$ cat src/hw/rtl/efla_pkg.sv
// Shared types and constants for the extent free-list allocator.
package efla_pkg;

    localparam int FREE_ENTRIES = 64;
    localparam int IDX_W        = $clog2(FREE_ENTRIES);

    localparam logic [1:0] OP_ALLOC = 2'd0;
    localparam logic [1:0] OP_FREE  = 2'd1;
    localparam logic [1:0] OP_ADD   = 2'd2;
    localparam logic [1:0] OP_CLEAR = 2'd3;

    localparam logic [1:0] ST_OK    = 2'd0;
    localparam logic [1:0] ST_NOFIT = 2'd1;
    localparam logic [1:0] ST_FULL  = 2'd2;

    localparam logic CFG_COALESCE = 1'b0;
    localparam logic CFG_THRESH   = 1'b1;

    typedef struct packed {
        logic        valid;
        logic [31:0] start;
        logic [15:0] count;
    } t_entry;

endpackage

$ cat src/hw/rtl/efla_cell.sv
// One table slot: holds an extent and passes it to its neighbor while the ring turns.
module efla_cell import efla_pkg::*; (
    input  logic   i_clk,
    input  logic   i_rst_n,
    input  logic   i_shift,
    input  t_entry i_nbr,
    input  logic   i_wr,
    input  t_entry i_wdata,
    input  logic   i_kill,
    output t_entry o_entry
);

    logic        r_valid;
    logic [31:0] r_start;
    logic [15:0] r_count;

    always_ff @(posedge i_clk) begin
        if (!i_rst_n) begin
            r_valid <= 1'b0;
        end else if (i_shift) begin
            r_valid <= i_nbr.valid;
        end else if (i_kill) begin
            r_valid <= 1'b0;
        end else if (i_wr) begin
            r_valid <= i_wdata.valid;
        end
    end

    always_ff @(posedge i_clk) begin
        if (i_shift) begin
            r_start <= i_nbr.start;
            r_count <= i_nbr.count;
        end else if (i_wr) begin
            r_start <= i_wdata.start;
            r_count <= i_wdata.count;
        end
    end

    assign o_entry = '{valid: r_valid, start: r_start, count: r_count};

endmodule

$ cat src/hw/rtl/extent_free_list_allocator_unit.sv
// Best-fit free-extent allocator: a request is taken only while the unit is idle. Its result is
// loaded into the output register after one full turn of the ring of slot cells past the compare
// unit at its head, then in the update cycle. The update cycle waits while an earlier result is
// still stalled at the output. A clear skips the turn and goes straight to the update cycle.
// The next request is taken in the cycle after the load.
module extent_free_list_allocator_unit import efla_pkg::*; (
    input  logic        i_clk,
    input  logic        i_rst_n,
    input  logic        i_valid,
    output logic        o_stall,
    input  logic [1:0]  i_opcode,
    input  logic [31:0] i_extent_start,
    input  logic [15:0] i_extent_count,
    output logic        o_valid,
    input  logic        i_stall,
    output logic [1:0]  o_status,
    output logic [31:0] o_result_start,
    output logic [15:0] o_result_count,
    input  logic        i_cfg_we,
    input  logic        i_cfg_index,
    input  logic [15:0] i_cfg_wdata
);

    localparam logic [1:0] S_IDLE = 2'd0;
    localparam logic [1:0] S_SCAN = 2'd1;
    localparam logic [1:0] S_UPD  = 2'd2;

    logic [1:0]       r_state;
    logic [IDX_W-1:0] r_cnt;
    logic             r_coal;
    logic [15:0]      r_thr;
    logic [1:0]       r_op;
    logic [31:0]      r_s;
    logic [15:0]      r_c;
    logic [17:0]      r_need2;

    // scan captures
    logic r_f1v, r_f2v, r_nv, r_pv, r_dup, r_fsv;
    logic [IDX_W-1:0] r_f1i, r_f2i, r_ni, r_pi, r_fsi;
    logic [31:0] r_f1s, r_f2s, r_ns, r_ps;
    logic [15:0] r_f1c, r_f2c, r_nc, r_pc, r_clo;

    logic        r_ovalid;
    logic [1:0]  r_ostatus;
    logic [31:0] r_ostart;
    logic [15:0] r_ocount;

    t_entry cells [FREE_ENTRIES];
    t_entry hd;
    logic   shift, upd_go, accept;

    assign hd     = cells[0];
    assign shift  = (r_state == S_SCAN);
    assign upd_go = (r_state == S_UPD) && (!r_ovalid || !i_stall);
    assign o_stall = (r_state != S_IDLE);
    assign accept = i_valid && (r_state == S_IDLE);

    // update decision
    logic        a_en, b_en, clr;
    logic [IDX_W-1:0] a_idx, b_idx;
    t_entry      a_data;
    logic [1:0]  d_status;
    logic [31:0] d_start;
    logic [15:0] d_count;
    logic        use1;
    logic [16:0] nsum, psum;
    logic        with_next;
    logic [15:0] cc;

    always_comb begin
        a_en = 1'b0; b_en = 1'b0; clr = 1'b0;
        a_idx = r_fsi; b_idx = r_ni;
        a_data = '{valid: 1'b1, start: r_s, count: r_c};
        d_status = ST_OK; d_start = 32'd0; d_count = 16'd0;
        use1 = r_f1v && ((r_f1c == r_c) || ((r_f1c - r_c) > r_thr));
        nsum = {1'b0, r_c} + {1'b0, r_nc};
        with_next = r_nv && (({1'b0, r_s} + {17'd0, r_c}) == {1'b0, r_ns}) && !nsum[16];
        cc = with_next ? nsum[15:0] : r_c;
        psum = {1'b0, r_pc} + {1'b0, cc};
        case (r_op)
            OP_ALLOC: begin
                if (use1) begin
                    a_en = 1'b1; a_idx = r_f1i;
                    d_start = r_f1s; d_count = r_c;
                    a_data = '{valid: (r_f1c != r_c), start: r_f1s + {16'd0, r_c},
                               count: r_f1c - r_c};
                end else if (r_f1v && r_f2v) begin
                    a_en = 1'b1; a_idx = r_f2i;
                    d_start = r_f2s; d_count = r_c;
                    a_data = '{valid: 1'b1, start: r_f2s + {16'd0, r_c},
                               count: r_f2c - r_c};
                end else begin
                    d_status = ST_NOFIT; d_count = r_clo;
                end
            end
            OP_CLEAR: clr = 1'b1;
            default: begin
                if (r_op == OP_FREE && r_coal && r_pv && !psum[16] &&
                    (({1'b0, r_ps} + {17'd0, r_pc}) == {1'b0, r_s})) begin
                    a_en = 1'b1; a_idx = r_pi;
                    a_data = '{valid: 1'b1, start: r_ps, count: psum[15:0]};
                    b_en = with_next;
                end else if (r_op == OP_FREE && r_coal && with_next) begin
                    a_en = !r_dup; a_idx = r_ni;
                    a_data = '{valid: 1'b1, start: r_s, count: cc};
                end else if (!r_dup) begin
                    if (r_fsv) a_en = 1'b1;
                    else d_status = ST_FULL;
                end
            end
        endcase
    end

    genvar gi;
    generate
        for (gi = 0; gi < FREE_ENTRIES; gi++) begin : g_cell
            localparam int NX = (gi + 1) % FREE_ENTRIES;
            efla_cell u_cell (
                .i_clk   (i_clk),
                .i_rst_n (i_rst_n),
                .i_shift (shift),
                .i_nbr   (cells[NX]),
                .i_wr    (upd_go && a_en && (a_idx == IDX_W'(gi))),
                .i_wdata (a_data),
                .i_kill  (upd_go && (clr || (b_en && (b_idx == IDX_W'(gi))))),
                .o_entry (cells[gi])
            );
        end
    endgenerate

    // control
    always_ff @(posedge i_clk) begin
        if (!i_rst_n) begin
            r_state  <= S_IDLE;
            r_cnt    <= '0;
            r_coal   <= 1'b1;
            r_thr    <= 16'd0;
            r_ovalid <= 1'b0;
        end else begin
            if (i_cfg_we) begin
                if (i_cfg_index == CFG_COALESCE) r_coal <= i_cfg_wdata[0];
                else r_thr <= i_cfg_wdata;
            end
            // load a new result, or drop the one just transferred
            if (upd_go) r_ovalid <= 1'b1;
            else if (!i_stall) r_ovalid <= 1'b0;
            case (r_state)
                S_IDLE: begin
                    if (accept) begin
                        r_cnt   <= '0;
                        r_state <= (i_opcode == OP_CLEAR) ? S_UPD : S_SCAN;
                    end
                end
                S_SCAN: begin
                    r_cnt <= r_cnt + 1'b1;
                    if (r_cnt == IDX_W'(FREE_ENTRIES - 1)) r_state <= S_UPD;
                end
                S_UPD: begin
                    if (upd_go) begin
                        r_state  <= S_IDLE;
                    end
                end
                default: r_state <= S_IDLE;
            endcase
        end
    end

    // request latch, scan compares and result register
    always_ff @(posedge i_clk) begin
        if (accept) begin
            r_op    <= i_opcode;
            r_s     <= i_extent_start;
            r_c     <= i_extent_count;
            r_need2 <= {2'b0, i_extent_count} + {2'b0, r_thr} + 18'd1;
            r_f1v <= 1'b0; r_f2v <= 1'b0; r_nv <= 1'b0; r_pv <= 1'b0;
            r_dup <= 1'b0; r_fsv <= 1'b0; r_clo <= 16'd0;
        end else if (shift) begin
            if (hd.valid && hd.count >= r_c &&
                (!r_f1v || hd.count < r_f1c || (hd.count == r_f1c && hd.start < r_f1s))) begin
                r_f1v <= 1'b1; r_f1i <= r_cnt; r_f1s <= hd.start; r_f1c <= hd.count;
            end
            if (hd.valid && {2'b0, hd.count} >= r_need2 &&
                (!r_f2v || hd.count < r_f2c || (hd.count == r_f2c && hd.start < r_f2s))) begin
                r_f2v <= 1'b1; r_f2i <= r_cnt; r_f2s <= hd.start; r_f2c <= hd.count;
            end
            if (hd.valid && hd.count < r_c && hd.count > r_clo) r_clo <= hd.count;
            if (hd.valid && hd.start > r_s && (!r_nv || hd.start < r_ns)) begin
                r_nv <= 1'b1; r_ni <= r_cnt; r_ns <= hd.start; r_nc <= hd.count;
            end
            if (hd.valid && hd.start <= r_s && (!r_pv || hd.start > r_ps)) begin
                r_pv <= 1'b1; r_pi <= r_cnt; r_ps <= hd.start; r_pc <= hd.count;
            end
            if (hd.valid && hd.start == r_s) r_dup <= 1'b1;
            if (!hd.valid && !r_fsv) begin
                r_fsv <= 1'b1; r_fsi <= r_cnt;
            end
        end
        if (upd_go) begin
            r_ostatus <= d_status;
            r_ostart  <= d_start;
            r_ocount  <= d_count;
        end
    end

    assign o_valid        = r_ovalid;
    assign o_status       = r_ostatus;
    assign o_result_start = r_ostart;
    assign o_result_count = r_ocount;

endmodule
$ cat config.mk
export PLATFORM = sky130hd
export DESIGN_NAME = extent_free_list_allocator_unit
export DESIGN_NICKNAME = d
export VERILOG_FILES = /design/src/hw/rtl/efla_pkg.sv /design/src/hw/rtl/efla_cell.sv /design/src/hw/rtl/extent_free_list_allocator_unit.sv
export SDC_FILE = /design/constraint.sdc
export NUM_CORES = 2
export LEC_CHECK = 0
export BUFFER_PORTS_ARGS = -buffer_cell sky130_fd_sc_hd__buf_2
export CELL_PAD_IN_SITES_DETAIL_PLACEMENT = 2
export CELL_PAD_IN_SITES_GLOBAL_PLACEMENT = 2
export CORE_MARGIN = 2
export CORE_UTILIZATION = 25
export CTS_BUF_LIST = sky130_fd_sc_hd__clkbuf_8
export CTS_CLUSTER_SIZE = 10
export DETAILED_ROUTE_END_ITERATION = 8
export PLACE_DENSITY_LB_ADDON = 0.1
export SETUP_SLACK_MARGIN = 0.05
export SYNTH_ARGS = -nofsm -noshare
export SYNTH_HDL_FRONTEND = slang
export SYNTH_SLANG_ARGS = --single-unit
$ cat constraint.sdc
create_clock -name i_clk -period 10.3 [get_ports i_clk]
set_clock_uncertainty 0.15 [all_clocks]
set_input_delay 0.515 -clock i_clk [delete_from_list [all_inputs] [get_ports i_clk]]
set_output_delay 0.515 -clock i_clk [all_outputs]
set_load 0.1 [all_outputs]
# ---- Word-level counts from Yosys, hierarchy flattened
# Cells that the tools add are included.
dict set report totals {
  wordCells 1334
  input_bits 72
  output_inout_bits 52
  regBits 3524
}
dict set report op_classes {
  n_addsub 11
  eq_ne 143
  muxes 489
  n_lt_le_gt_ge 13
  reduce_logical 452
  n_bitwise 2
}
# operator count
set op_table {}
lappend op_table {{32-bit two-way mux} 130}
lappend op_table {{16-bit two-way mux} 132}
lappend op_table {{6-bit == test, second input constant} 65}
lappend op_table {{1-bit logical AND} 218}
lappend op_table {{1-bit two-way mux} 205}
lappend op_table {{6-bit by 5-bit == test with 1-bit output, second input constant} 32}
lappend op_table {{3-bit nonzero test} 64}
lappend op_table {{2-bit nonzero test} 66}
lappend op_table {{49-bit one-hot mux with 2 select lines} 1}
lappend op_table {{6-bit by 4-bit == test with 1-bit output, second input constant} 16}
lappend op_table {{32-bit less-than comparator} 3}
lappend op_table {{48-bit two-way mux} 2}
lappend op_table {{1-bit logical OR} 72}
lappend op_table {{32-bit by 16-bit adder with 33-bit output} 2}
lappend op_table {{33-bit by 32-bit == test with 1-bit output} 2}
lappend op_table {{32-bit by 16-bit adder with 32-bit output} 2}
lappend op_table {{32-bit > comparator} 2}
lappend op_table {{16-bit by 16-bit adder with 17-bit output} 3}
lappend op_table {{49-bit two-way mux} 1}
lappend op_table {{16-bit == test} 3}
lappend op_table {{6-bit by 3-bit == test with 1-bit output, second input constant} 8}
lappend op_table {{16-bit less-than comparator} 3}
lappend op_table {{32-bit == test} 1}
lappend op_table {{16-bit > comparator} 2}
lappend op_table {{26 further kinds} 75}

# ---- Longest topological paths before layout
dict set report depth {
  depth_word 16
  ltp_mapped 35
  ltp_nobuf 29
}

# ---- Modules after synthesis
# A second synthesis with hierarchy kept.
dict set report unflattened {
  hier_cells 10574
  area_unflattened_um2 168122.5
}
# mod instances seq_area_each_um2 cells_per_inst area_each_um2
set by_module_without_submodules {}
lappend by_module_without_submodules {efla_cell 64 1461.4 109 2118.3}
lappend by_module_without_submodules {extent_free_list_allocator_unit 1 11140.7 3598 32552.5}

# ---- Worst setup path before layout
# OpenSTA, ideal clock, no wires.
dict set report synth_timing {
  path_kind {register to register}
  startpoint {register r_c[0]}
  endpoint {register g_cell[12].u_cell.r_count[0] (enable)}
  arrival_time_ps 10359
  setup_time_ps 520
  setup_slack_ps -729
  path_buffers 4
  synth_period_minus_slack_ps 11029
  path_stages_with_launch 30
  cell_sequence {edfxtp_1 > ha_1 > fa_1 > nand3_1 > a211oi_1 > or3_1 > buf_2 > a31oi_1 > or4_1 > o41ai_1 > a211o_1 > and4bb_2 > buf_4 > nand2_1 > mux2_2 > ha_1 > nand2_1 > o2111ai_1 > a221oi_1 > nand4_1 > nand4bb_1 > or4_1 > nor4_1 > nand4b_2 > o31ai_2 > a31oi_1 > or4_1 > buf_4 > clkbuf_1 > o21ai_0}
}
dict set report synth_between {
  elab_chain_cells 14
}
# element line_no
set synth_lines {}
lappend synth_lines {{from (decl)} extent_free_list_allocator_unit.sv:34} ;# logic [15:0] r_c;
lappend synth_lines {{from (signal assigned)} extent_free_list_allocator_unit.sv:173} ;# r_c <= i_extent_count;
lappend synth_lines {{32-bit by 16-bit adder with 33-bit output} extent_free_list_allocator_unit.sv:77} ;# with_next = r_nv && (({1'b0, r_s} + {17'd0, r_c}) == {1'b0, r_ns}) && !nsum[16];
lappend synth_lines {{33-bit by 32-bit == test with 1-bit output} extent_free_list_allocator_unit.sv:77}
lappend synth_lines {{1-bit logical AND (2 in a row)} extent_free_list_allocator_unit.sv:77}
lappend synth_lines {{16-bit two-way mux} extent_free_list_allocator_unit.sv:78} ;# cc = with_next ? nsum[15:0] : r_c;
lappend synth_lines {{16-bit by 16-bit adder with 17-bit output} extent_free_list_allocator_unit.sv:79} ;# psum = {1'b0, r_pc} + {1'b0, cc};
lappend synth_lines {{1-bit logical NOT} extent_free_list_allocator_unit.sv:98} ;# if (r_op == OP_FREE && r_coal && r_pv && !psum[16] &&
lappend synth_lines {{1-bit logical AND (2 in a row)} extent_free_list_allocator_unit.sv:98}
lappend synth_lines {{6-bit two-way mux / 1-bit two-way mux (equally long branches)} extent_free_list_allocator_unit.sv:98}
lappend synth_lines {{6-bit one-hot mux with 2 select lines / 1-bit one-hot mux with 2 select lines (equally long branches)} extent_free_list_allocator_unit.sv:80} ;# case (r_op)
lappend synth_lines {{6-bit by 4-bit == test with 1-bit output / 1-bit logical AND (equally long branches)} extent_free_list_allocator_unit.sv:123} ;# .i_wr (upd_go && a_en && (a_idx == IDX_W'(gi))),
lappend synth_lines {{1-bit logical AND *} extent_free_list_allocator_unit.sv:123}
lappend synth_lines {{2-bit nonzero test (no source line) *} --}
lappend synth_lines {{to (signal assigned)} efla_cell.sv:32} ;# r_count <= i_nbr.count;
lappend synth_lines {{to (signal assigned)} efla_cell.sv:35} ;# r_count <= i_wdata.count;
lappend synth_lines {{to (decl)} efla_cell.sv:15} ;# logic [15:0] r_count;
# Mark *: on every way between the ends. The rest lies on a longest branch, timed or not.
# A chain may end at the register's enable or synchronous reset.

# ---- Worst setup path after layout
dict set report layout_timing {
  startpoint {register r_s[0]}
  endpoint {register g_cell[0].u_cell.r_start[28] (enable)}
}
dict set report layout_between {
  elab_chain_cells 14
}
# element line_no
set layout_lines {}
lappend layout_lines {{from (decl)} extent_free_list_allocator_unit.sv:33} ;# logic [31:0] r_s;
lappend layout_lines {{from (signal assigned)} extent_free_list_allocator_unit.sv:172} ;# r_s <= i_extent_start;
lappend layout_lines {{32-bit by 16-bit adder with 33-bit output} extent_free_list_allocator_unit.sv:77}
lappend layout_lines {{33-bit by 32-bit == test with 1-bit output} extent_free_list_allocator_unit.sv:77}
lappend layout_lines {{1-bit logical AND (2 in a row)} extent_free_list_allocator_unit.sv:77}
lappend layout_lines {{16-bit two-way mux} extent_free_list_allocator_unit.sv:78}
lappend layout_lines {{16-bit by 16-bit adder with 17-bit output} extent_free_list_allocator_unit.sv:79}
lappend layout_lines {{1-bit logical NOT} extent_free_list_allocator_unit.sv:98}
lappend layout_lines {{1-bit logical AND (2 in a row)} extent_free_list_allocator_unit.sv:98}
lappend layout_lines {{6-bit two-way mux / 1-bit two-way mux (equally long branches)} extent_free_list_allocator_unit.sv:98}
lappend layout_lines {{6-bit one-hot mux with 2 select lines / 1-bit one-hot mux with 2 select lines (equally long branches)} extent_free_list_allocator_unit.sv:80}
lappend layout_lines {{6-bit logical NOT / 1-bit logical AND (equally long branches)} extent_free_list_allocator_unit.sv:123}
lappend layout_lines {{1-bit logical AND *} extent_free_list_allocator_unit.sv:123}
lappend layout_lines {{2-bit nonzero test (no source line) *} --}
lappend layout_lines {{to (signal assigned)} efla_cell.sv:31} ;# r_start <= i_nbr.start;
lappend layout_lines {{to (signal assigned)} efla_cell.sv:34} ;# r_start <= i_wdata.start;
lappend layout_lines {{to (decl)} efla_cell.sv:14} ;# logic [31:0] r_start;
# Marks and branches as above.

==> flow_summary.rst <==
.. list-table::
   :header-rows: 1

   * - Metric
     - Value
   * - Outcome
     - finished, final reports clean
   * - Async set-or-reset flop fraction in the synthesized netlist
     - 0%
   * - CTS sink cnt
     - about 3500
   * - Clock transition at the registers of the reported paths
     - ~0.06 ns
   * - Wire length of the first global-routing pass
     - 907 mm
   * - Post-route non-filler standard cell count
     - a little over 20000
   * - Per-instance average area after synthesis
     - approximately 14 um2
   * - Slew @ Worst Pin
     - around 1.5 ns
   * - Number of cell instances on the worst register-to-register path
     - 29
   * - Total of buffers placed on input and output ports
     - approximately 120
   * - Power per unit of standard cell area
     - about 230 mW/mm2
   * - Synthesis-to-layout area growth
     - 17.9%
   * - CTS tree
     - done
   * - Worst slack at placement
     - -0.0657 ns
   * - Grt total ovfl
     - 0
   * - Nets in the synthesized netlist
     - 11500
   * - DR iter-0 viols
     - roughly 6800
   * - Post-detailed-route DRC marker count
     - 0
   * - Post-DR wirelength/cell
     - between 30 and 40 um
   * - Global-route usage over all layers
     - about a fifth
   * - Proportion of netlist area held by the largest area contributor
     - between 60% and 70%
   * - Most used standard cell by instance count after synthesis
     - edfxtp_1
   * - IO Count
     - 124
   * - Slowest cell delay on critical path
     - just under 0.9 ns
   * - Critical path data required time
     - around 11 ns
   * - Flip-flop cell with the highest count after synthesis
     - edfxtp_1
   * - Share of synthesized area occupied by flip-flops and latches
     - approximately two thirds
   * - Number of nets at the end of the flow
     - ~12000
   * - Number of distinct standard cells referenced by the synthesized netlist
     - approximately 100
   * - CTS H-tree depth
     - 6
   * - Dpl hpwl
     - roughly 420 mm
   * - Root Buffer
     - clkbuf_8
   * - Worst slew margin relative to its limit
     - around 1.7%
   * - Initial core utilization
     - about 25%
   * - Post-synth top area cell
     - edfxtp_1
   * - Worst vdd rail ir drop
     - approximately 0.00014 V
   * - Die footprint
     - around 0.62 mm2
   * - Maximum number of pins on one net before global-route repair
     - 206
   * - Worst path setup slack after routing
     - 0.415 ns
   * - Number of antenna violations at the first check in global routing
     - 70
   * - Routed wire length
     - 650 mm
   * - Max cap viols
     - 0
   * - Critical path startpoint
     - r_s[0]
   * - Total of warnings raised by yosys
     - 0
   * - Vias in the first global route
     - between 100k and 150k
   * - Final cycle utilization of the critical path
     - between 90 and 100%
   * - Cell mode on critical path
     - buf_4
   * - Synthesized flop and latch total
     - between 3000 and 4000
   * - Endpoints failing hold
     - 0
   * - Endpoint class of the critical path
     - flip-flop
   * - Area of the core
     - 0.614 mm2
   * - Critical register-to-register path startpoint
     - r_s[0]
   * - Synth cell count leaders
     - edfxtp_1, o21a_1, a21o_1, clkbuf_1, nor2_1
   * - Kind of start point of the critical path
     - flip-flop
   * - Instance area after placement
     - between 0.15 and 0.2 mm2
   * - Cell area after synthesis
     - about 0.15 mm2
   * - Max clock buf depth
     - 4
   * - Clock buffer count from CTS
     - between 600 and 700
   * - Routability congestion estimate
     - 0.848
   * - Via density per instance
     - 4.89
   * - Highest clock frequency the design can meet
     - ~100 MHz
   * - Share of cells above drive strength 1
     - 13.1%
   * - Slowest cell on the critical path
     - or4_2
   * - Data arrival time of the critical path
     - between 10 and 15 ns
   * - Floorplan row count
     - roughly 290
   * - Cell area after layout
     - 0.181 mm2
   * - Post-layout minimum cycle time
     - between 9 and 10 ns
   * - Worst Setup Path Type
     - reg -> reg
   * - Cells taking the most area after synthesis
     - edfxtp_1, o21a_1, a21o_1
   * - Worst reg2reg endpoint
     - g_cell[0].u_cell.r_start[28]
   * - Number of enable-type register cells in the synthesized netlist
     - approximately 3400
   * - Source-to-sink clock delay at the later pin of the worst-skew pair
     - approximately 1.3 ns
   * - Instance count after placement with tap cells included
     - between 15000 and 20000
   * - Class of the worst hold path
     - in -> reg
   * - Final setup violation count
     - 0
   * - Post-route ant nets
     - 0
   * - Critical Path End
     - g_cell[0].u_cell.r_start[28]
   * - Number of detailed-route iterations in the first pass
     - 6
   * - Leakage
     - approximately 68 nW
   * - Worst reg2reg setup slack
     - around 0.41 ns
   * - Critical path peak fanout
     - 48
   * - Setup repair after global routing missed its margin
     - no
   * - Final Max Slew Viols
     - 0
   * - Synth Instances
     - 11000
   * - Vert. Die Dim
     - a little under 800 um
   * - Width of the chip
     - around 800 um
   * - Total via count in the routed design
     - a little under 100k
## worst min-delay path by stage
| stage | startpoint | end | cells after the start |
|---|---|---|---|
| after global placement | g_cell[45].u_cell.r_valid | g_cell[44].u_cell.r_valid | 2 |
| after detailed placement | g_cell[39].u_cell.r_valid | g_cell[38].u_cell.r_valid | 2 |
| after floorplan | g_cell[39].u_cell.r_valid | g_cell[38].u_cell.r_valid | 2 |
| after global routing | i_extent_count[0] | r_need2[0] | 5 |
| final | i_extent_count[9] | r_need2[9] | 4 |
| after CTS | i_extent_count[0] | r_need2[0] | 5 |
## worst max-delay path, delay by kind of cell, from the launching register on
kind                     cells  cell delay, ns
AO/OA/AOI/OAI                9            2.29
adder cells (fa/ha/maj)      3            1.13
buffers and inverters        4            1.02
flip-flops                   1            0.50
multiplexers                 1            0.40
AND/OR/NAND/NOR             12            3.92
## report_power, final
group	switching [mW]	leakage (nW)	internal (mW)	total [mW]
combinational	6.58	28.5	3.17	9.75
clock	6.52	6.91	6.46	13.0
sequential	0.886	32.9	18.9	19.8
total	14.0	68.3	28.5	42.5
## through the flow
stage	utilization (%)	TNS (ns)	total power [mW]	hold WS (ns)
finish	29.5	0	42.5	0.225
global route	29.5	0	44.4	0.122
CTS	29.5	0	43.3	0.00810
detailed placement	27.3	-3.85	29.9	0.293
global placement	27.3	-26.62	29.9	0.296
floorplan	-	-583.59	24.8	0.276
## layer usage
layer / up-vias / share of wire [%] / global-route usage [%]
li1: 43100 / - / -
met1: 53200 / 45 / 27.4
met2: 2068 / 49 / 35.3
met3: 779 / 3.6 / 2.35
met4: 2 / 2.2 / 4.30
met5: - / 0.0020 / 0
## registers in the layout (all words and copies together), names as in the netlist, 16 cells and up
signal and cells:
r_f1c 16, r_f2s 32, r_s 32, r_nc 16, r_f2c 16, r_need2 17
o_result_start 32, g_cell.u_cell.r_start 2048, g_cell.u_cell.r_valid 64, r_c 16, r_ns 32, r_clo 16
r_thr 16, r_f1s 32, r_ps 32, o_result_count 16, g_cell.u_cell.r_count 1024, r_pc 16
## cell type report
cell class | count | area (um2)
Tap cell | 8120 | 10200
Multi-Input combinational cell | 6350 | 45800
Clock buffer | 688 | 9470
Antenna cell | 21 | 52.6
Timing Repair Buffer | 746 | 7600
Clock inverter | 475 | 2440
Fill cell | 64100 | 433000
Sequential cell | 3523 | 105000
Inverter | 329 | 1240
## cells by family (layout without fill, tap and decap cells)
family,Yosys count,in the layout,synth area share [%]
AO/OA/AOI/OAI,4168,4168,19.5
XOR/XNOR,195,195,1.11
adder cells (fa/ha/maj),408,408,3.36
buffers and inverters,1140,2238,2.86
flip-flops,3523,3523,68.0
multiplexers,56,56,0.382
other,0,21,0
AND/OR/NAND/NOR,1523,1523,4.69
## cell usage in the layout, fill, tap and decap left out, types with 16 or more instances in the layout
cell / instances
o21a_1: 1707
a221oi_1: 49
nand2b_1: 53
o211ai_1: 40
a211oi_1: 41
o21ai_0: 244
mux2i_1: 34
nand3_1: 107
a21o_1: 1389
nand2_2: 32
edfxtp_1: 3411
ha_1: 397
and2_1: 39
nor3_1: 64
nand4_1: 67
or3_1: 18
nand2_1: 416
o21ai_4: 43
a31oi_1: 36
a21oi_1: 340
buf_2: 123
xor2_1: 57
a221o_1: 16
nor2b_1: 74
xnor2_1: 138
nor4_1: 34
and3_1: 21
clkinv_1: 140
mux2_2: 22
o21bai_1: 26
dfxtp_1: 112
clkbuf_8: 688
clkinv_2: 60
dlygate4sd3_1: 175
diode_2: 21
nor2_1: 483
inv_1: 546
buf_4: 296
buf_12: 148
## repair_timing
| item | 4_1_cts | 5_1_grt |
|---|---|---|
| hold buffers | 175 | 0 |
| buffers inserted | 0 | 7 |
| hold endpoints to repair | 168 | 0 |
| pin swaps | 0 | 1 |
| setup endpoints to repair | 96 | 845 |
| gates resized for setup | 2 | 7 |
No activity file was read; power rests on OpenSTA's default activity.
